--- src/rtl/cst_pkg.sv ---
// Shared types, codes and character helpers for the character stream tokenizer.
// No dependencies; used by every module of the block.
`timescale 1ns / 1ps

package cst_pkg;

    // Default parameter values.
    localparam int KEYWORD_CHARS_DEF = 5;
    localparam int LENGTH_BITS_DEF   = 16;

    // Field widths and limits.
    localparam int LINE_W      = 20;
    localparam int OUT_LEN_W   = 16;
    localparam int CODE_W      = 5;
    localparam int MODE_W      = 3;
    localparam int MAX_RESULTS = 4;
    localparam int RIDX_W      = $clog2(MAX_RESULTS);
    localparam int RCNT_W      = $clog2(MAX_RESULTS + 1);
    localparam int QUEUE_DEPTH = 4;
    localparam int QPTR_W      = $clog2(QUEUE_DEPTH);
    localparam int QCNT_W      = $clog2(QUEUE_DEPTH + 1);

    localparam logic [LINE_W-1:0]    LINE_MAX    = '1;
    localparam logic [OUT_LEN_W-1:0] OUT_LEN_MAX = '1;

    // Scanner modes.
    localparam logic [MODE_W-1:0] MODE_IDLE    = 3'd0;
    localparam logic [MODE_W-1:0] MODE_IDENT   = 3'd1;
    localparam logic [MODE_W-1:0] MODE_INT     = 3'd2;
    localparam logic [MODE_W-1:0] MODE_STR     = 3'd3;
    localparam logic [MODE_W-1:0] MODE_COMMENT = 3'd4;
    localparam logic [MODE_W-1:0] MODE_SLASH   = 3'd5;

    // Token codes.
    localparam logic [CODE_W-1:0] TOK_IF     = 5'd0;
    localparam logic [CODE_W-1:0] TOK_LET    = 5'd1;
    localparam logic [CODE_W-1:0] TOK_PRINT  = 5'd2;
    localparam logic [CODE_W-1:0] TOK_LOOP   = 5'd3;
    localparam logic [CODE_W-1:0] TOK_BEGIN  = 5'd4;
    localparam logic [CODE_W-1:0] TOK_END    = 5'd5;
    localparam logic [CODE_W-1:0] TOK_ID     = 5'd6;
    localparam logic [CODE_W-1:0] TOK_INT    = 5'd7;
    localparam logic [CODE_W-1:0] TOK_STR    = 5'd8;
    localparam logic [CODE_W-1:0] TOK_PLUS   = 5'd9;
    localparam logic [CODE_W-1:0] TOK_MINUS  = 5'd10;
    localparam logic [CODE_W-1:0] TOK_STAR   = 5'd11;
    localparam logic [CODE_W-1:0] TOK_SLASH  = 5'd12;
    localparam logic [CODE_W-1:0] TOK_BANG   = 5'd13;
    localparam logic [CODE_W-1:0] TOK_LPAREN = 5'd14;
    localparam logic [CODE_W-1:0] TOK_RPAREN = 5'd15;
    localparam logic [CODE_W-1:0] TOK_SEMI   = 5'd16;
    localparam logic [CODE_W-1:0] TOK_ERR    = 5'd17;
    localparam logic [CODE_W-1:0] TOK_DONE   = 5'd18;
    localparam logic [CODE_W-1:0] TOK_NONE   = 5'd0;

    // Record kinds.
    localparam logic KIND_BYTE = 1'b0;
    localparam logic KIND_END  = 1'b1;

    // Characters with a role of their own.
    localparam logic [7:0] CH_NL     = 8'h0A;
    localparam logic [7:0] CH_BSLASH = 8'h5C;
    localparam logic [7:0] CH_QUOTE  = 8'h22;
    localparam logic [7:0] CH_SLASH  = 8'h2F;
    localparam logic [7:0] CH_LOW_N  = 8'h6E;

    // Keyword table, text right aligned, first character most significant.
    localparam int KW_COUNT = 6;
    localparam logic [63:0] KW_TEXT [KW_COUNT] = '{
        64'h6966,          // if
        64'h6C6574,        // let
        64'h7072696E74,    // print
        64'h6C6F6F70,      // loop
        64'h626567696E,    // begin
        64'h656E64         // end
    };
    localparam logic [3:0] KW_LEN [KW_COUNT] = '{4'd2, 4'd3, 4'd5, 4'd4, 4'd5, 4'd3};
    localparam logic [CODE_W-1:0] KW_CODE [KW_COUNT] = '{
        TOK_IF, TOK_LET, TOK_PRINT, TOK_LOOP, TOK_BEGIN, TOK_END
    };

    // One input beat.
    typedef struct packed {
        logic [7:0] char_in;
        logic       end_of_input;
    } in_item_t;

    // One result beat.
    typedef struct packed {
        logic                 record_kind;
        logic [7:0]           byte_out;
        logic [CODE_W-1:0]    token_code;
        logic [LINE_W-1:0]    line_number;
        logic [OUT_LEN_W-1:0] lexeme_length;
        logic                 last;
    } out_item_t;

    // All results of one input beat, first result in slot 0.
    typedef out_item_t [MAX_RESULTS-1:0] bundle_t;

    // Queue status seen by the front and the back.
    typedef struct packed {
        logic full;
        logic empty;
    } q_status_t;

    function automatic logic is_alpha(input logic [7:0] c);
        return (c >= 8'h61 && c <= 8'h7A) || (c >= 8'h41 && c <= 8'h5A);
    endfunction

    function automatic logic is_digit(input logic [7:0] c);
        return c >= 8'h30 && c <= 8'h39;
    endfunction

    function automatic logic is_space(input logic [7:0] c);
        return c == 8'h20 || (c >= 8'h09 && c <= 8'h0D);
    endfunction

    // Code of a one-character token; anything unknown is an error token.
    function automatic logic [CODE_W-1:0] op_code(input logic [7:0] c);
        logic [CODE_W-1:0] code;
        unique case (c)
            8'h2B:   code = TOK_PLUS;
            8'h2D:   code = TOK_MINUS;
            8'h2A:   code = TOK_STAR;
            8'h21:   code = TOK_BANG;
            8'h28:   code = TOK_LPAREN;
            8'h29:   code = TOK_RPAREN;
            8'h3B:   code = TOK_SEMI;
            default: code = TOK_ERR;
        endcase
        return code;
    endfunction

    function automatic out_item_t byte_rec(input logic [7:0] c, input logic [LINE_W-1:0] line);
        out_item_t r;
        r.record_kind   = KIND_BYTE;
        r.byte_out      = c;
        r.token_code    = TOK_NONE;
        r.line_number   = line;
        r.lexeme_length = '0;
        r.last          = 1'b0;
        return r;
    endfunction

    function automatic out_item_t end_rec(input logic [CODE_W-1:0] code,
                                          input logic [LINE_W-1:0] line,
                                          input logic [OUT_LEN_W-1:0] len);
        out_item_t r;
        r.record_kind   = KIND_END;
        r.byte_out      = '0;
        r.token_code    = code;
        r.line_number   = line;
        r.lexeme_length = len;
        r.last          = 1'b0;
        return r;
    endfunction

endpackage

--- src/rtl/cst_front.sv ---
// Front end of the tokenizer: scanner state, line counter and the first_line register.
// Classifies one byte per cycle, while accept is high, into a bundle of up to four records. Uses cst_pkg.
`timescale 1ns / 1ps

module cst_front #(
    parameter int KEYWORD_CHARS = cst_pkg::KEYWORD_CHARS_DEF,
    parameter int LENGTH_BITS   = cst_pkg::LENGTH_BITS_DEF
) (
    input  logic                        clk,
    input  logic                        rst_n,
    input  logic                        accept,
    input  cst_pkg::in_item_t           item,
    input  logic                        cfg_we,
    input  logic [cst_pkg::LINE_W-1:0]  cfg_data,
    output logic                        enq,
    output cst_pkg::bundle_t            bundle
);

    localparam int PW = 8 * KEYWORD_CHARS;
    localparam int LW = (LENGTH_BITS > cst_pkg::OUT_LEN_W) ? LENGTH_BITS : cst_pkg::OUT_LEN_W;
    localparam logic [LENGTH_BITS-1:0] LEN_MAX = '1;

    logic [cst_pkg::MODE_W-1:0] mode_reg, mode_next;
    logic                       esc_reg, esc_next;
    logic [cst_pkg::LINE_W-1:0] line_reg, line_next;
    logic [LENGTH_BITS-1:0]     len_reg, len_next;
    logic [PW-1:0]              prefix_reg, prefix_next;
    logic [cst_pkg::LINE_W-1:0] first_line_reg;

    logic [cst_pkg::RCNT_W-1:0] rec_cnt;
    logic                       restart;
    logic [7:0]                 c;
    logic [7:0]                 esc_byte;
    cst_pkg::bundle_t           recs;

    // Token length as reported in an end record, saturated to the field width.
    function automatic logic [cst_pkg::OUT_LEN_W-1:0] sat_len(input logic [LENGTH_BITS-1:0] tl);
        logic [LW-1:0] w;
        w = LW'(tl);
        return (w > LW'(cst_pkg::OUT_LEN_MAX)) ? cst_pkg::OUT_LEN_MAX
                                               : w[cst_pkg::OUT_LEN_W-1:0];
    endfunction

    // Keyword match on the collected prefix; an identifier otherwise.
    function automatic logic [cst_pkg::CODE_W-1:0] word_code(input logic [PW-1:0] pre,
                                                            input logic [LENGTH_BITS-1:0] tl);
        logic [cst_pkg::CODE_W-1:0] code;
        code = cst_pkg::TOK_ID;
        for (int k = cst_pkg::KW_COUNT - 1; k >= 0; k--)
        begin
            if (int'(cst_pkg::KW_LEN[k]) <= KEYWORD_CHARS
                && tl == LENGTH_BITS'(cst_pkg::KW_LEN[k])
                && pre == PW'(cst_pkg::KW_TEXT[k]))
            begin
                code = cst_pkg::KW_CODE[k];
            end
        end
        return code;
    endfunction

    function automatic logic [cst_pkg::RIDX_W-1:0] RIDX_LAST(input logic [cst_pkg::RCNT_W-1:0] n);
        logic [cst_pkg::RCNT_W-1:0] m;
        m = n - 1'b1;
        return m[cst_pkg::RIDX_W-1:0];
    endfunction

    assign c        = item.char_in;
    assign esc_byte = (c == cst_pkg::CH_LOW_N) ? cst_pkg::CH_NL : c;

    // Scanner step: current mode first, then a fresh token start when the byte restarts.
    always_comb
    begin
        mode_next   = mode_reg;
        esc_next    = esc_reg;
        line_next   = line_reg;
        len_next    = len_reg;
        prefix_next = prefix_reg;
        rec_cnt     = '0;
        restart     = 1'b0;
        recs        = '0;

        if (item.end_of_input)
        begin
            // Close the open token, then send DONE and return to idle with the line counter at first_line.
            unique case (mode_reg)
                cst_pkg::MODE_IDENT:
                begin
                    recs[rec_cnt[cst_pkg::RIDX_W-1:0]] =
                        cst_pkg::end_rec(word_code(prefix_next, len_next), line_next,
                                         sat_len(len_next));
                    rec_cnt = rec_cnt + 1'b1;
                end
                cst_pkg::MODE_INT:
                begin
                    recs[rec_cnt[cst_pkg::RIDX_W-1:0]] =
                        cst_pkg::end_rec(cst_pkg::TOK_INT, line_next, sat_len(len_next));
                    rec_cnt = rec_cnt + 1'b1;
                end
                cst_pkg::MODE_STR:
                begin
                    recs[rec_cnt[cst_pkg::RIDX_W-1:0]] =
                        cst_pkg::end_rec(cst_pkg::TOK_ERR, line_next, sat_len(len_next));
                    rec_cnt = rec_cnt + 1'b1;
                end
                cst_pkg::MODE_SLASH:
                begin
                    len_next = '0;
                    recs[rec_cnt[cst_pkg::RIDX_W-1:0]] =
                        cst_pkg::byte_rec(cst_pkg::CH_SLASH, line_next);
                    rec_cnt = rec_cnt + 1'b1;
                    if (len_next != LEN_MAX)
                        len_next = len_next + 1'b1;
                    recs[rec_cnt[cst_pkg::RIDX_W-1:0]] =
                        cst_pkg::end_rec(cst_pkg::TOK_SLASH, line_next, sat_len(len_next));
                    rec_cnt = rec_cnt + 1'b1;
                end
                default:
                begin
                end
            endcase
            recs[rec_cnt[cst_pkg::RIDX_W-1:0]] =
                cst_pkg::end_rec(cst_pkg::TOK_DONE, line_next, '0);
            rec_cnt     = rec_cnt + 1'b1;
            mode_next   = cst_pkg::MODE_IDLE;
            esc_next    = 1'b0;
            len_next    = '0;
            prefix_next = '0;
            line_next   = first_line_reg;
        end
        else
        begin
            unique case (mode_reg)
                cst_pkg::MODE_IDENT:
                begin
                    if (cst_pkg::is_alpha(c) || cst_pkg::is_digit(c))
                    begin
                        if (len_next < LENGTH_BITS'(KEYWORD_CHARS))
                            prefix_next = {prefix_next[PW-9:0], c};
                        recs[rec_cnt[cst_pkg::RIDX_W-1:0]] = cst_pkg::byte_rec(c, line_next);
                        rec_cnt = rec_cnt + 1'b1;
                        if (len_next != LEN_MAX)
                            len_next = len_next + 1'b1;
                    end
                    else
                    begin
                        recs[rec_cnt[cst_pkg::RIDX_W-1:0]] =
                            cst_pkg::end_rec(word_code(prefix_next, len_next), line_next,
                                             sat_len(len_next));
                        rec_cnt   = rec_cnt + 1'b1;
                        mode_next = cst_pkg::MODE_IDLE;
                        restart   = 1'b1;
                    end
                end
                cst_pkg::MODE_INT:
                begin
                    if (cst_pkg::is_digit(c))
                    begin
                        recs[rec_cnt[cst_pkg::RIDX_W-1:0]] = cst_pkg::byte_rec(c, line_next);
                        rec_cnt = rec_cnt + 1'b1;
                        if (len_next != LEN_MAX)
                            len_next = len_next + 1'b1;
                    end
                    else
                    begin
                        recs[rec_cnt[cst_pkg::RIDX_W-1:0]] =
                            cst_pkg::end_rec(cst_pkg::TOK_INT, line_next, sat_len(len_next));
                        rec_cnt   = rec_cnt + 1'b1;
                        mode_next = cst_pkg::MODE_IDLE;
                        restart   = 1'b1;
                    end
                end
                cst_pkg::MODE_STR:
                begin
                    priority if (esc_reg)
                    begin
                        // Escaped byte: a newline counts before it is sent.
                        esc_next = 1'b0;
                        if (c == cst_pkg::CH_NL && line_next != cst_pkg::LINE_MAX)
                            line_next = line_next + 1'b1;
                        recs[rec_cnt[cst_pkg::RIDX_W-1:0]] =
                            cst_pkg::byte_rec(esc_byte, line_next);
                        rec_cnt = rec_cnt + 1'b1;
                        if (len_next != LEN_MAX)
                            len_next = len_next + 1'b1;
                    end
                    else if (c == cst_pkg::CH_BSLASH)
                    begin
                        esc_next = 1'b1;
                    end
                    else if (c == cst_pkg::CH_QUOTE)
                    begin
                        recs[rec_cnt[cst_pkg::RIDX_W-1:0]] =
                            cst_pkg::end_rec(cst_pkg::TOK_STR, line_next, sat_len(len_next));
                        rec_cnt   = rec_cnt + 1'b1;
                        mode_next = cst_pkg::MODE_IDLE;
                    end
                    else if (c == cst_pkg::CH_NL)
                    begin
                        // Unterminated string: byte, error record, then the line counts.
                        recs[rec_cnt[cst_pkg::RIDX_W-1:0]] = cst_pkg::byte_rec(c, line_next);
                        rec_cnt = rec_cnt + 1'b1;
                        if (len_next != LEN_MAX)
                            len_next = len_next + 1'b1;
                        recs[rec_cnt[cst_pkg::RIDX_W-1:0]] =
                            cst_pkg::end_rec(cst_pkg::TOK_ERR, line_next, sat_len(len_next));
                        rec_cnt = rec_cnt + 1'b1;
                        if (line_next != cst_pkg::LINE_MAX)
                            line_next = line_next + 1'b1;
                        mode_next = cst_pkg::MODE_IDLE;
                    end
                    else
                    begin
                        recs[rec_cnt[cst_pkg::RIDX_W-1:0]] = cst_pkg::byte_rec(c, line_next);
                        rec_cnt = rec_cnt + 1'b1;
                        if (len_next != LEN_MAX)
                            len_next = len_next + 1'b1;
                    end
                end
                cst_pkg::MODE_COMMENT:
                begin
                    if (c == cst_pkg::CH_NL)
                    begin
                        if (line_next != cst_pkg::LINE_MAX)
                            line_next = line_next + 1'b1;
                        mode_next = cst_pkg::MODE_IDLE;
                    end
                end
                cst_pkg::MODE_SLASH:
                begin
                    if (c == cst_pkg::CH_SLASH)
                    begin
                        mode_next = cst_pkg::MODE_COMMENT;
                    end
                    else
                    begin
                        len_next = '0;
                        recs[rec_cnt[cst_pkg::RIDX_W-1:0]] =
                            cst_pkg::byte_rec(cst_pkg::CH_SLASH, line_next);
                        rec_cnt = rec_cnt + 1'b1;
                        if (len_next != LEN_MAX)
                            len_next = len_next + 1'b1;
                        recs[rec_cnt[cst_pkg::RIDX_W-1:0]] =
                            cst_pkg::end_rec(cst_pkg::TOK_SLASH, line_next, sat_len(len_next));
                        rec_cnt   = rec_cnt + 1'b1;
                        mode_next = cst_pkg::MODE_IDLE;
                        restart   = 1'b1;
                    end
                end
                default:
                begin
                    mode_next = cst_pkg::MODE_IDLE;
                    restart   = 1'b1;
                end
            endcase

            // Token start: the same byte opens the next token.
            if (restart)
            begin
                if (c == cst_pkg::CH_NL && line_next != cst_pkg::LINE_MAX)
                    line_next = line_next + 1'b1;
                if (!cst_pkg::is_space(c))
                begin
                    len_next    = '0;
                    prefix_next = '0;
                    esc_next    = 1'b0;
                    priority if (cst_pkg::is_alpha(c))
                    begin
                        mode_next   = cst_pkg::MODE_IDENT;
                        prefix_next = {prefix_next[PW-9:0], c};
                        recs[rec_cnt[cst_pkg::RIDX_W-1:0]] = cst_pkg::byte_rec(c, line_next);
                        rec_cnt  = rec_cnt + 1'b1;
                        len_next = len_next + 1'b1;
                    end
                    else if (cst_pkg::is_digit(c))
                    begin
                        mode_next = cst_pkg::MODE_INT;
                        recs[rec_cnt[cst_pkg::RIDX_W-1:0]] = cst_pkg::byte_rec(c, line_next);
                        rec_cnt  = rec_cnt + 1'b1;
                        len_next = len_next + 1'b1;
                    end
                    else if (c == cst_pkg::CH_QUOTE)
                    begin
                        mode_next = cst_pkg::MODE_STR;
                    end
                    else if (c == cst_pkg::CH_SLASH)
                    begin
                        mode_next = cst_pkg::MODE_SLASH;
                    end
                    else
                    begin
                        recs[rec_cnt[cst_pkg::RIDX_W-1:0]] = cst_pkg::byte_rec(c, line_next);
                        rec_cnt  = rec_cnt + 1'b1;
                        len_next = len_next + 1'b1;
                        recs[rec_cnt[cst_pkg::RIDX_W-1:0]] =
                            cst_pkg::end_rec(cst_pkg::op_code(c), line_next, sat_len(len_next));
                        rec_cnt   = rec_cnt + 1'b1;
                        mode_next = cst_pkg::MODE_IDLE;
                    end
                end
            end
        end

        // Mark the final record of this beat.
        if (rec_cnt != '0)
            recs[RIDX_LAST(rec_cnt)].last = 1'b1;
    end

    assign enq    = accept && (rec_cnt != '0);
    assign bundle = recs;

    // Scanner state registers.
    always_ff @(posedge clk or negedge rst_n)
    begin
        if (!rst_n)
        begin
            mode_reg   <= cst_pkg::MODE_IDLE;
            esc_reg    <= 1'b0;
            line_reg   <= '0;
            len_reg    <= '0;
            prefix_reg <= '0;
        end
        else if (accept)
        begin
            mode_reg   <= mode_next;
            esc_reg    <= esc_next;
            line_reg   <= line_next;
            len_reg    <= len_next;
            prefix_reg <= prefix_next;
        end
    end

    // Configuration register.
    always_ff @(posedge clk or negedge rst_n)
    begin
        if (!rst_n)
        begin
            first_line_reg <= '0;
        end
        else if (cfg_we)
        begin
            first_line_reg <= cfg_data;
        end
    end

endmodule

--- src/rtl/cst_queue.sv ---
// Short bundle queue between the tokenizer front and back.
// Holds whole result bundles so that each side stalls on its own. Uses cst_pkg.
`timescale 1ns / 1ps

module cst_queue (
    input  logic                clk,
    input  logic                rst_n,
    input  logic                enq,
    input  cst_pkg::bundle_t    enq_data,
    input  logic                deq,
    output cst_pkg::bundle_t    head,
    output cst_pkg::q_status_t  status
);

    cst_pkg::bundle_t             slot_reg [cst_pkg::QUEUE_DEPTH];
    logic [cst_pkg::QPTR_W-1:0]   wr_ptr_reg, wr_ptr_next;
    logic [cst_pkg::QPTR_W-1:0]   rd_ptr_reg, rd_ptr_next;
    logic [cst_pkg::QCNT_W-1:0]   count_reg, count_next;
    logic                         do_enq;
    logic                         do_deq;

    function automatic logic [cst_pkg::QPTR_W-1:0] ptr_inc(input logic [cst_pkg::QPTR_W-1:0] p);
        return (p == cst_pkg::QPTR_W'(cst_pkg::QUEUE_DEPTH - 1)) ? '0 : p + 1'b1;
    endfunction

    assign status.full  = (count_reg == cst_pkg::QCNT_W'(cst_pkg::QUEUE_DEPTH));
    assign status.empty = (count_reg == '0);
    assign do_enq       = enq && !status.full;
    assign do_deq       = deq && !status.empty;
    assign head         = slot_reg[rd_ptr_reg];

    // Pointer and fill count update.
    always_comb
    begin
        wr_ptr_next = do_enq ? ptr_inc(wr_ptr_reg) : wr_ptr_reg;
        rd_ptr_next = do_deq ? ptr_inc(rd_ptr_reg) : rd_ptr_reg;
        count_next  = count_reg;
        if (do_enq && !do_deq)
            count_next = count_reg + 1'b1;
        else if (!do_enq && do_deq)
            count_next = count_reg - 1'b1;
    end

    always_ff @(posedge clk or negedge rst_n)
    begin
        if (!rst_n) begin
            wr_ptr_reg <= '0;
            rd_ptr_reg <= '0;
            count_reg  <= '0;
        end else begin
            wr_ptr_reg <= wr_ptr_next;
            rd_ptr_reg <= rd_ptr_next;
            count_reg  <= count_next;
        end
    end

    // Bundle storage, no reset needed.
    always_ff @(posedge clk)
    begin
        if (do_enq)
            slot_reg[wr_ptr_reg] <= enq_data;
    end

endmodule

--- src/rtl/cst_back.sv ---
// Back end of the tokenizer: walks the head bundle one record per beat.
// Releases the bundle after its final record is taken. Uses cst_pkg.
`timescale 1ns / 1ps

module cst_back (
    input  logic                clk,
    input  logic                rst_n,
    input  cst_pkg::bundle_t    head,
    input  cst_pkg::q_status_t  status,
    input  logic                pop,
    output logic                deq,
    output logic                empty,
    output cst_pkg::out_item_t  result
);

    logic [cst_pkg::RIDX_W-1:0] sub_reg, sub_next;
    logic                       take;

    assign empty  = status.empty;
    assign result = head[sub_reg];
    assign take   = pop && !status.empty;
    assign deq    = take && result.last;

    // Record index within the head bundle.
    always_comb
    begin
        sub_next = sub_reg;
        if (take)
            sub_next = result.last ? '0 : sub_reg + 1'b1;
    end

    always_ff @(posedge clk or negedge rst_n)
    begin
        if (!rst_n) begin
            sub_reg <= '0;
        end else begin
            sub_reg <= sub_next;
        end
    end

endmodule

--- src/rtl/char_stream_tokenizer_unit.sv ---
// Character stream tokenizer, top level.
// Channels: push/full takes one input beat (char_in, end_of_input) per cycle; an
// input beat is taken when push is high and full is low. Results leave through
// empty/pop: the oldest record sits on result while empty is low and is taken
// when pop is high. Each input beat yields zero to four records: lexeme bytes
// and token-end records, the final one of a beat flagged by last.
// cfg_valid/cfg_ready/cfg_data write first_line; cfg_ready is always high, and
// the value is loaded into the line counter at end of input.
// The records of a beat are registered in the queue before they reach result.
// Throughput: one input beat per cycle while the four-bundle queue has room; the
// result side delivers one record per cycle while pop is high, so beats with several
// records drain at that rate and the queue fills when the receiver falls behind.
// Stalls: while pop is low, records wait in the queue and full rises once four
// bundles are held; input beats that yield no record are still not taken then.
// Reset (rst_n low, asynchronous): the queue empties, the scanner goes idle and the
// line counter and first_line return to zero.
`timescale 1ns / 1ps

module char_stream_tokenizer_unit #(
    parameter int KEYWORD_CHARS = cst_pkg::KEYWORD_CHARS_DEF,
    parameter int LENGTH_BITS   = cst_pkg::LENGTH_BITS_DEF
) (
    input  logic                        clk,
    input  logic                        rst_n,
    input  logic                        push,
    output logic                        full,
    input  cst_pkg::in_item_t           item,
    output logic                        empty,
    input  logic                        pop,
    output cst_pkg::out_item_t          result,
    input  logic                        cfg_valid,
    output logic                        cfg_ready,
    input  logic [cst_pkg::LINE_W-1:0]  cfg_data
);

    cst_pkg::bundle_t   bundle;
    cst_pkg::bundle_t   head;
    cst_pkg::q_status_t q_status;
    logic               accept;
    logic               enq;
    logic               deq;

    assign cfg_ready = 1'b1;
    assign full      = q_status.full;
    assign accept    = push && !q_status.full;

    // Scanner and classifier.
    cst_front #(
        .KEYWORD_CHARS (KEYWORD_CHARS),
        .LENGTH_BITS   (LENGTH_BITS)
    ) u_front (
        .clk      (clk),
        .rst_n    (rst_n),
        .accept   (accept),
        .item     (item),
        .cfg_we   (cfg_valid && cfg_ready),
        .cfg_data (cfg_data),
        .enq      (enq),
        .bundle   (bundle)
    );

    // Bundle queue.
    cst_queue u_queue (
        .clk      (clk),
        .rst_n    (rst_n),
        .enq      (enq),
        .enq_data (bundle),
        .deq      (deq),
        .head     (head),
        .status   (q_status)
    );

    // Record serializer.
    cst_back u_back (
        .clk    (clk),
        .rst_n  (rst_n),
        .head   (head),
        .status (q_status),
        .pop    (pop),
        .deq    (deq),
        .empty  (empty),
        .result (result)
    );

endmodule

--- config.mk ---
export PLATFORM = sky130hd
export DESIGN_NAME = char_stream_tokenizer_unit
export DESIGN_NICKNAME = d
export VERILOG_FILES = /design/src/rtl/cst_pkg.sv /design/src/rtl/cst_front.sv /design/src/rtl/cst_queue.sv /design/src/rtl/cst_back.sv /design/src/rtl/char_stream_tokenizer_unit.sv
export SDC_FILE = /design/constraint.sdc
export NUM_CORES = 1
export LEC_CHECK = 0
export BUFFER_PORTS_ARGS = -buffer_cell sky130_fd_sc_hd__buf_4
export CORE_AREA = 2 2 257 259
export CTS_CLUSTER_DIAMETER = 80
export DETAILED_ROUTE_END_ITERATION = 6
export DIE_AREA = 0 0 259 261
export PLACE_DENSITY_LB_ADDON = 0.3
export SYNTH_ARGS = -nofsm -noshare
export SYNTH_HDL_FRONTEND = slang
export SYNTH_SLANG_ARGS = --single-unit
--- constraint.sdc ---
create_clock -name clk -period 7.2 [get_ports clk]
set_clock_uncertainty 0.05 [all_clocks]
set_input_delay 1.08 -clock clk [delete_from_list [all_inputs] [get_ports clk]]
set_output_delay 1.08 -clock clk [all_outputs]
set_load 0.02 [all_outputs]
==> results of run 1 <==
==> worst reg2reg max path, cell delays in order, from the launching register on <==
cell and delay, ns:
dfrtp_1 0.75, nand3_1 0.51, or3_1 0.66, o21ai_4 0.40, nor3_2 0.16, xor2_1 0.26
ha_1 0.23, inv_1 0.07, nor4_1 0.74, nand3_2 0.28, o21ai_2 0.42, buf_4 0.26
nor2_1 0.07, xnor2_1 0.62, nor2b_1 0.45
==> cell usage after synthesis, types with 18 or more instances <==
library cell  count
nor3_1           43
ha_1             19
inv_1            32
o21ai_0         121
mux4_2          210
and2_1           57
xnor2_1          37
nor4_1           30
mux2_2           25
xor2_1           18
edfxtp_1        696
and3_1           29
dfrtp_1         109
a21oi_1         119
nor2b_1          21
nor2_1          143
a22o_1           48
nand3_1          48
clkbuf_1        136
nand2_1         188
nand4_1          20
==> metal layers <==
| layer | wire length (um) | vias up |
|---|---|---|
| met1 | 39500 | 11820 |
| met2 | 43670 | 1198 |
| met5 | 19 | - |
| met4 | 1917 | 2 |
| li1 | - | 9817 |
| met3 | 8842 | 161 |
==> area by class of cell <==
class                      instances  area (um2)
clock inverter                    42       325.3
clock buffer                     107        2176
tap                              864        1081
sequential                       805       23640
timing repair buffer             145        1264
fill                            4600       24060
inverter                          33       123.9
multi-input combinational       1452       12360
antenna                            1       2.502
==> power by group through the flow <==
| stage | clock network (uW) | logic [uW] | registers, uW |
|---|---|---|---|
| floorplan | 0 | 3550 | 6300 |
| global placement | 0 | 4860 | 6610 |
| detailed placement | 0 | 4920 | 6670 |
| CTS | 4010 | 4960 | 6600 |
| global route | 4180 | 5260 | 6670 |
| finish | 3950 | 4920 | 6600 |
==> worst min-delay path by stage <==
stage,start,to,slack (ns),cells past startpoint
floorplan,u_queue.count_reg[2],u_queue.count_reg[2],0.41,1
global placement,u_queue.count_reg[2],u_queue.count_reg[2],0.43,1
detailed placement,u_queue.count_reg[2],u_queue.count_reg[2],0.43,1
CTS,u_queue.count_reg[2],u_queue.count_reg[2],0.44,1
global route,u_queue.count_reg[2],u_queue.count_reg[2],0.46,1
finish,u_queue.count_reg[2],u_queue.count_reg[2],0.44,1
==> cells by family (layout without fill, tap and decap cells) <==
| logic type | after synthesis | count (layout) | synth area share [%] |
|---|---|---|---|
| AND/OR/NAND/NOR | 675 | 675 | 9.372 |
| multiplexers | 240 | 240 | 13.77 |
| XOR/XNOR | 59 | 59 | 1.487 |
| adder cells (fa/ha/maj) | 20 | 20 | 0.7010 |
| AO/OA/AOI/OAI | 457 | 457 | 8.215 |
| buffers and inverters | 199 | 327 | 2.188 |
| flip-flops | 805 | 805 | 64.26 |
| other | 1 | 2 | 0.01020 |
==> stage by stage <==
step                hold slack (ns)  power (uW)  util (%)  setup slack [ns]  cell area (um2)
finish                       0.4404       15470     63.00             1.026            40980
global route                 0.4552       16110     63.00            0.8219            40970
CTS                          0.4382       15570     63.00             1.265            40970
detailed placement           0.4260       11600     59.15            0.7495            38470
global placement             0.4307       11480     59.15            0.8073            38470
floorplan                    0.4060        9852         -            0.3202            36770
==> cell usage in the layout (no fill, tap or decap), types with 7 or more instances in the layout <==
cell,n
nor2_1,141
nand4_1,20
a21oi_1,119
or2_2,10
xor2_1,18
o21ai_0,120
o21ai_1,15
o31ai_1,8
nand3b_1,10
and3_1,29
a221oi_1,10
nand3_1,48
buf_12,14
a22o_1,48
inv_1,32
mux2_2,25
dfrtp_1,105
and4_1,7
o211ai_1,9
a21o_1,11
clkinv_1,20
or3_1,13
a22oi_1,11
nor4_1,30
buf_4,131
clkbuf_16,82
o22ai_1,9
edfxtp_1,696
mux4_2,210
nand2b_1,15
clkbuf_1,22
ha_1,19
nor3_1,43
xnor2_1,37
clkinv_2,10
nor2b_1,20
nand2_1,188
a31oi_1,16
and2_1,53
a211oi_1,10
==> out/metrics.json, run 1 <==
{
  "die_area": {"value": 67600, "unit": "um2"},
  "grt_most_used_layer": {"value": "met2"},
  "slowest_stage_delay_cp": {"value": 0.75, "unit": "ns"},
  "crit_path_cell_trace": {"value": "nand3_1 -> or3_1 -> o21ai_4 -> nor3_2 -> xor2_1 -> ha_1 -> inv_1 -> nor4_1 -> nand3_2 -> o21ai_2 -> buf_4 -> nor2_1 -> xnor2_1 -> nor2b_1"},
  "share_seq_of_total_power": {"value": 42.7, "unit": "%"},
  "numCtsBuffers": {"value": 82},
  "cp_data_required_time": {"value": 7.53, "unit": "ns"},
  "cts-htree-levels": {"value": 3},
  "critical_path_arrival": {"value": 6.51, "unit": "ns"},
  "final_min_period_over_clock_period": {"value": 85.74, "unit": "%"},
  "power_report.internal_total": {"value": 10420, "unit": "uW"},
  "dpl.hpwl": {"value": 62040, "unit": "um"},
  "dp.cells": {"value": 3299},
  "synth_cell_type_count": {"value": 97},
  "final-hold-violation-count": {"value": 0},
  "critical_path.startpoint_type": {"value": "flop"},
  "syn_nets": {"value": 2510},
  "layout.nets": {"value": 2573},
  "layout-area-overhead-vs-synth": {"value": 11.44, "unit": "%"},
  "cpMaxStageDelayCell": {"value": "dfrtp_1"},
  "first_pass_grt_wire_length": {"value": 143000, "unit": "um"},
  "netSwitchingPower": {"value": 5054, "unit": "uW"},
  "design.portCount": {"value": 88},
  "timing.max_cap.violations": {"value": 0},
  "core": {"value": 65040, "unit": "um2"},
  "post_synth_inst_count": {"value": 2456},
  "chipHeight": {"value": 261, "unit": "um"},
  "root_buffer": {"value": "clkbuf_16"},
  "antenna_violating_nets_post_route": {"value": 0},
  "synth_sequential_area_ratio": {"value": 64.26, "unit": "%"},
  "slew_viol_final": {"value": 0},
  "path_buf_inv": {"value": 2},
  "worst-r2r-setup-slack": {"value": 1.03, "unit": "ns"},
  "max-clock-path-buffers": {"value": 3},
  "first_pass_iters": {"value": 6},
  "die_w": {"value": 259, "unit": "um"},
  "cpLargestDelayFamily": {"value": "simple AND/OR/NAND/NOR gates"},
  "synth_top_cell_by_area": {"value": "edfxtp_1"},
  "global_route.usage.total": {"value": 28.16, "unit": "%"},
  "cp-end-kind": {"value": "flop"},
  "post_cts_buffers": {"value": 0},
  "setup_viol_count_final": {"value": 0},
  "syn_area_per_cell": {"value": 14.97, "unit": "um2"},
  "reg2regPathDepth": {"value": 14},
  "synth_seq_cells": {"value": 805},
  "outcome": {"value": "finished, final reports clean"},
  "synth-edff-count": {"value": 696},
  "max-vdd-ir-drop": {"value": 0.2693, "unit": "mV"},
  "num_rows": {"value": 94},
  "post_synth_main_area_contributors": {"value": "edfxtp_1, mux4_2, dfrtp_1, nand2_1, o21ai_0"},
  "cts.clk_slew.worst_paths": {"value": 0.06, "unit": "ns"},
  "timing.fmax": {"value": 162.0, "unit": "MHz"},
  "critical_path_cell_count": {"value": 14},
  "post_route_cells_drive_above_1_share": {"value": 21.28, "unit": "%"},
  "clk-insertion-delay-late": {"value": 0.65, "unit": "ns"},
  "slew_headroom": {"value": 12.47, "unit": "%"},
  "fin_setup_tns": {"value": 0, "unit": "ns"},
  "cp_max_fo": {"value": 13},
  "routed-via-count": {"value": 22990},
  "synth.top_cell.area_share": {"value": 56.84, "unit": "%"},
  "reg2reg_from": {"value": "u_front.line_reg[11]"},
  "largest_register_ffs": {"value": 696},
  "post_cts_resized": {"value": 0},
  "initial_utilization": {"value": 56.53, "unit": "%"},
  "critical_path_class": {"value": "flop to flop"},
  "grt_pass1_vias": {"value": 22580},
  "worst_slew_pin_slew": {"value": 1.299, "unit": "ns"},
  "fraction_of_met2_tracks_used_by_global_routing": {"value": 42.77, "unit": "%"},
  "combinationalPowerShare": {"value": 31.8, "unit": "%"},
  "min_path_type": {"value": "flop to flop"},
  "dominantRegCellSynth": {"value": "edfxtp_1"},
  "layoutNonFillerInstCount": {"value": 3449},
  "pwr_density_cell": {"value": 377.6, "unit": "nW/um2"},
  "largest_net_degree_at_the_start_of_global_routing": {"value": 96},
  "final_global_route_overflow_total": {"value": 0},
  "worst_r2r_endpoint": {"value": "u_queue.slot_reg[1][182]"},
  "cts.sinks": {"value": 805},
  "synth_area": {"value": 36770, "unit": "um2"},
  "gr-usage-met3": {"value": 6.223, "unit": "%"},
  "place_congestion": {"value": 0.9851},
  "post-route-min-period": {"value": 6.174, "unit": "ns"},
  "routedWlPerCell": {"value": 27.24, "unit": "um"},
  "power.switching_fraction": {"value": 32.67, "unit": "%"},
  "met1_grt_util": {"value": 41.91, "unit": "%"},
  "drt-vias-per-instance": {"value": 6.667},
  "critPathLaunch": {"value": "u_front.line_reg[11]"},
  "antenna_violations_before_repair": {"value": 0},
  "drt-total-wl": {"value": 93950, "unit": "um"},
  "grt_setup_unrepaired": {"value": "no"},
  "ctsHoldBuffers": {"value": 0},
  "drc_errors": {"value": 0},
  "drt-initial-drc-count": {"value": 3224},
  "yosysWarningCount": {"value": 0},
  "tritoncts_clock_tree": {"value": "yes"},
  "static-leakage-power": {"value": 0.01378, "unit": "uW"},
  "count_of_buffers_from_port_buffering": {"value": 86},
  "ys_async_sr_fraction": {"value": 13.54, "unit": "%"},
  "p_clk_share": {"value": 25.5, "unit": "%"},
  "crit_end": {"value": "u_queue.slot_reg[1][182]"}
}
Power figures use the tool's default switching activity.
==> run 2: changes to the inputs <==
- CORE_AREA: 2 2 257 259 -> 2 2 274 276
- DIE_AREA: 0 0 259 261 -> 0 0 276 278
- SYNTH_HIERARCHICAL: default -> 1
==> out/metrics.json, run 2 <==
{
  "routedWlPerCell": {"value": 27.68, "unit": "um"},
  "chipHeight": {"value": 278, "unit": "um"},
  "slowest_stage_delay_cp": {"value": 0.78, "unit": "ns"},
  "antenna_violations_before_repair": {"value": 0},
  "dpl.hpwl": {"value": 65730, "unit": "um"},
  "critical_path_arrival": {"value": 5.83, "unit": "ns"},
  "cp_max_fo": {"value": 35},
  "pwr_density_cell": {"value": 384.4, "unit": "nW/um2"},
  "layout-area-overhead-vs-synth": {"value": 10.90, "unit": "%"},
  "first_pass_iters": {"value": 7},
  "crit_path_cell_trace": {"value": "buf_4 -> nor4b_1 -> and3_1 -> nor2_1 -> nor2_1 -> ha_1 -> nor2_1 -> o21ai_0 -> o32ai_1 -> nand2_1 -> o21a_1 -> nor2b_1 -> and2_4 -> buf_4"},
  "critical_path.startpoint_type": {"value": "primary input"},
  "synth_area": {"value": 41580, "unit": "um2"},
  "fin_setup_tns": {"value": 0, "unit": "ns"},
  "root_buffer": {"value": "clkbuf_16"},
  "cpLargestDelayFamily": {"value": "simple AND/OR/NAND/NOR gates"},
  "synthesized_area_fraction_occupied_by_and_or_nand_nor_cells": {"value": 7.577, "unit": "%"},
  "most_frequent_cells_in_the_layout": {"value": "edfxtp_1, mux4_2, nor2_1"},
  "cts-htree-levels": {"value": 3},
  "slew_headroom": {"value": 19.65, "unit": "%"},
  "min_path_type": {"value": "flop to flop"},
  "drt-total-wl": {"value": 102800, "unit": "um"},
  "numCtsBuffers": {"value": 91},
  "num_rows": {"value": 100},
  "global_route.usage.total": {"value": 26.89, "unit": "%"},
  "count_of_buffers_from_port_buffering": {"value": 86},
  "yosysWarningCount": {"value": 6},
  "final_min_period_over_clock_period": {"value": 77.35, "unit": "%"},
  "drt-vias-per-instance": {"value": 6.670},
  "synthTopCellsByCount": {"value": "edfxtp_1, mux4_2, nor2_1, nand2_1, o21ai_0"},
  "tritoncts_clock_tree": {"value": "yes"},
  "ctsHoldBuffers": {"value": 0},
  "post_synth_main_area_contributors": {"value": "edfxtp_1, mux4_2, dfrtp_1, o21ai_0, nor2_1"},
  "synth.top_cell.area_share": {"value": 58.93, "unit": "%"},
  "dominant_combinational_cell_family_by_area_after_synthesis": {"value": "multiplexers"},
  "layoutNonFillerInstCount": {"value": 3714},
  "routed-via-count": {"value": 24770},
  "timing.fmax": {"value": 179.6, "unit": "MHz"},
  "cts.sinks": {"value": 925},
  "crit_top_cell": {"value": "nor2_1"},
  "synth_mux_area_share": {"value": 14.72, "unit": "%"},
  "yosysMostFrequentCell": {"value": "edfxtp_1"},
  "post_cts_resized": {"value": 0},
  "antenna_violating_nets_post_route": {"value": 0},
  "synth-adder-area-share": {"value": 0.5898, "unit": "%"},
  "core": {"value": 73820, "unit": "um2"},
  "outcome": {"value": "complete, but fails checks"},
  "final-hold-violation-count": {"value": 0},
  "mostFrequentLayoutCell": {"value": "edfxtp_1"},
  "drt-initial-drc-count": {"value": 2893},
  "die_w": {"value": 276, "unit": "um"},
  "timing.hold.ws": {"value": 0.4663, "unit": "ns"},
  "ys_async_sr_fraction": {"value": 11.78, "unit": "%"},
  "die_area": {"value": 76730, "unit": "um2"},
  "failed_checks": {"value": "DRC"},
  "synth_sequential_area_ratio": {"value": 65.49, "unit": "%"},
  "synth_seq_cells": {"value": 925},
  "synth_top_cell_by_area": {"value": "edfxtp_1"},
  "cp_data_required_time": {"value": 7.46, "unit": "ns"},
  "path_buf_inv": {"value": 2},
  "post_route_cells_drive_above_1_share": {"value": 21.36, "unit": "%"},
  "synthXorXnorAreaFrac": {"value": 1.222, "unit": "%"},
  "final_global_route_overflow_total": {"value": 0},
  "design.portCount": {"value": 88},
  "cpMaxStageDelayCell": {"value": "nor4b_1"},
  "place_congestion": {"value": 0.9766},
  "synth_cell_type_count": {"value": 95},
  "post-route-min-period": {"value": 5.569, "unit": "ns"},
  "total_power": {"value": 17730, "unit": "uW"},
  "worst_slew_pin_slew": {"value": 1.197, "unit": "ns"},
  "synth-edff-count": {"value": 816},
  "dp.cells": {"value": 3544},
  "setup_viol_count_final": {"value": 0},
  "first_pass_grt_wire_length": {"value": 156200, "unit": "um"},
  "dominantRegCellSynth": {"value": "edfxtp_1"},
  "post_synth_inst_count": {"value": 2612},
  "grt_pass1_vias": {"value": 24780},
  "post_cts_buffers": {"value": 0},
  "cts.clk_slew.worst_paths": {"value": 0.06, "unit": "ns"},
  "cp-end-kind": {"value": "flop"},
  "drc_errors": {"value": 8},
  "largest_net_degree_at_the_start_of_global_routing": {"value": 145},
  "clk-insertion-delay-late": {"value": 0.65, "unit": "ns"},
  "critical_path_class": {"value": "primary input to flop"},
  "syn_area_per_cell": {"value": 15.92, "unit": "um2"},
  "largest_register_ffs": {"value": 816},
  "max-vdd-ir-drop": {"value": 0.3697, "unit": "mV"},
  "grt_setup_unrepaired": {"value": "no"},
  "synth_compound_area_share": {"value": 7.381, "unit": "%"},
  "initial_utilization": {"value": 56.33, "unit": "%"},
  "slew_viol_final": {"value": 0},
  "max-clock-path-buffers": {"value": 3},
  "timing.max_cap.violations": {"value": 0},
  "layout.nets": {"value": 2721},
  "fillCellCount": {"value": 5203},
  "static-leakage-power": {"value": 0.01546, "unit": "uW"}
}
==> run 2: cell families after synthesis <==
kind of cell,Yosys count
AOI/OAI and AO/OA,461
xor gates and xnor gates,58
adders and majority gates,19
buffers and inverters,242
DFF,925
muxes,290
other,2
and+or+nand+nor,615
==> run 2: cell type report <==
cell class                 instances  area (um2)  area share (%)
multi-input combinational       1474       13240           28.71
sequential                       925       27240           59.08
timing repair buffer             137        1229           2.664
tap                              969        1212           2.629
clock inverter                    56       619.3           1.343
antenna                            1       2.502        0.005426
inverter                          39       146.4          0.3174
clock buffer                     113        2422           5.253
==> run 2: path summary, 6_finish.rpt <==
path | cells after the start | slack (ns) | startpoint | end
max reg2reg | 10 | 1.67 | u_front/line_reg[0] | u_queue/slot_reg[2][69]
min | 1 | 0.47 | u_front/prefix_reg[14] | u_front/prefix_reg[22]
max in group asynchronous | 2 | 5.18 | rst_n | u_queue/rd_ptr_reg[0]
min in group asynchronous | 1 | 0.48 | rst_n | u_front/first_line_reg[18]
max | 14 | 1.63 | item[5] | u_queue/slot_reg[1][146]
min reg2reg | 1 | 0.47 | u_front/prefix_reg[14] | u_front/prefix_reg[22]
==> run 2: per-layer routing <==
layer	part of all wire (%)	GRT usage (%)	wire (um)	up-vias
li1	-	-	-	10580
met1	42	39.24	42720	12810
met2	47	41.54	48400	1176
met3	8.3	4.835	8507	208
met4	3.1	9.192	3174	0
met5	0	0	0	-
==> run 2: per-stage QoR <==
stage / cell area (um2) / util, % / setup slack (ns)
after CTS: 46110 / 62.47 / 1.795
after floorplan: 41710 / - / 0.09151
final: 46120 / 62.47 / 1.631
after detailed placement: 43070 / 58.35 / 1.094
after global placement: 43070 / 58.35 / 1.183
after global routing: 46110 / 62.47 / 1.250
==> run 2: report_power, final <==
group	total (uW)	internal (uW)	switching [uW]
logic	5460	2450	3010
clock network	4800	2830	1970
registers	7470	6920	543
total	17700	12200	5520
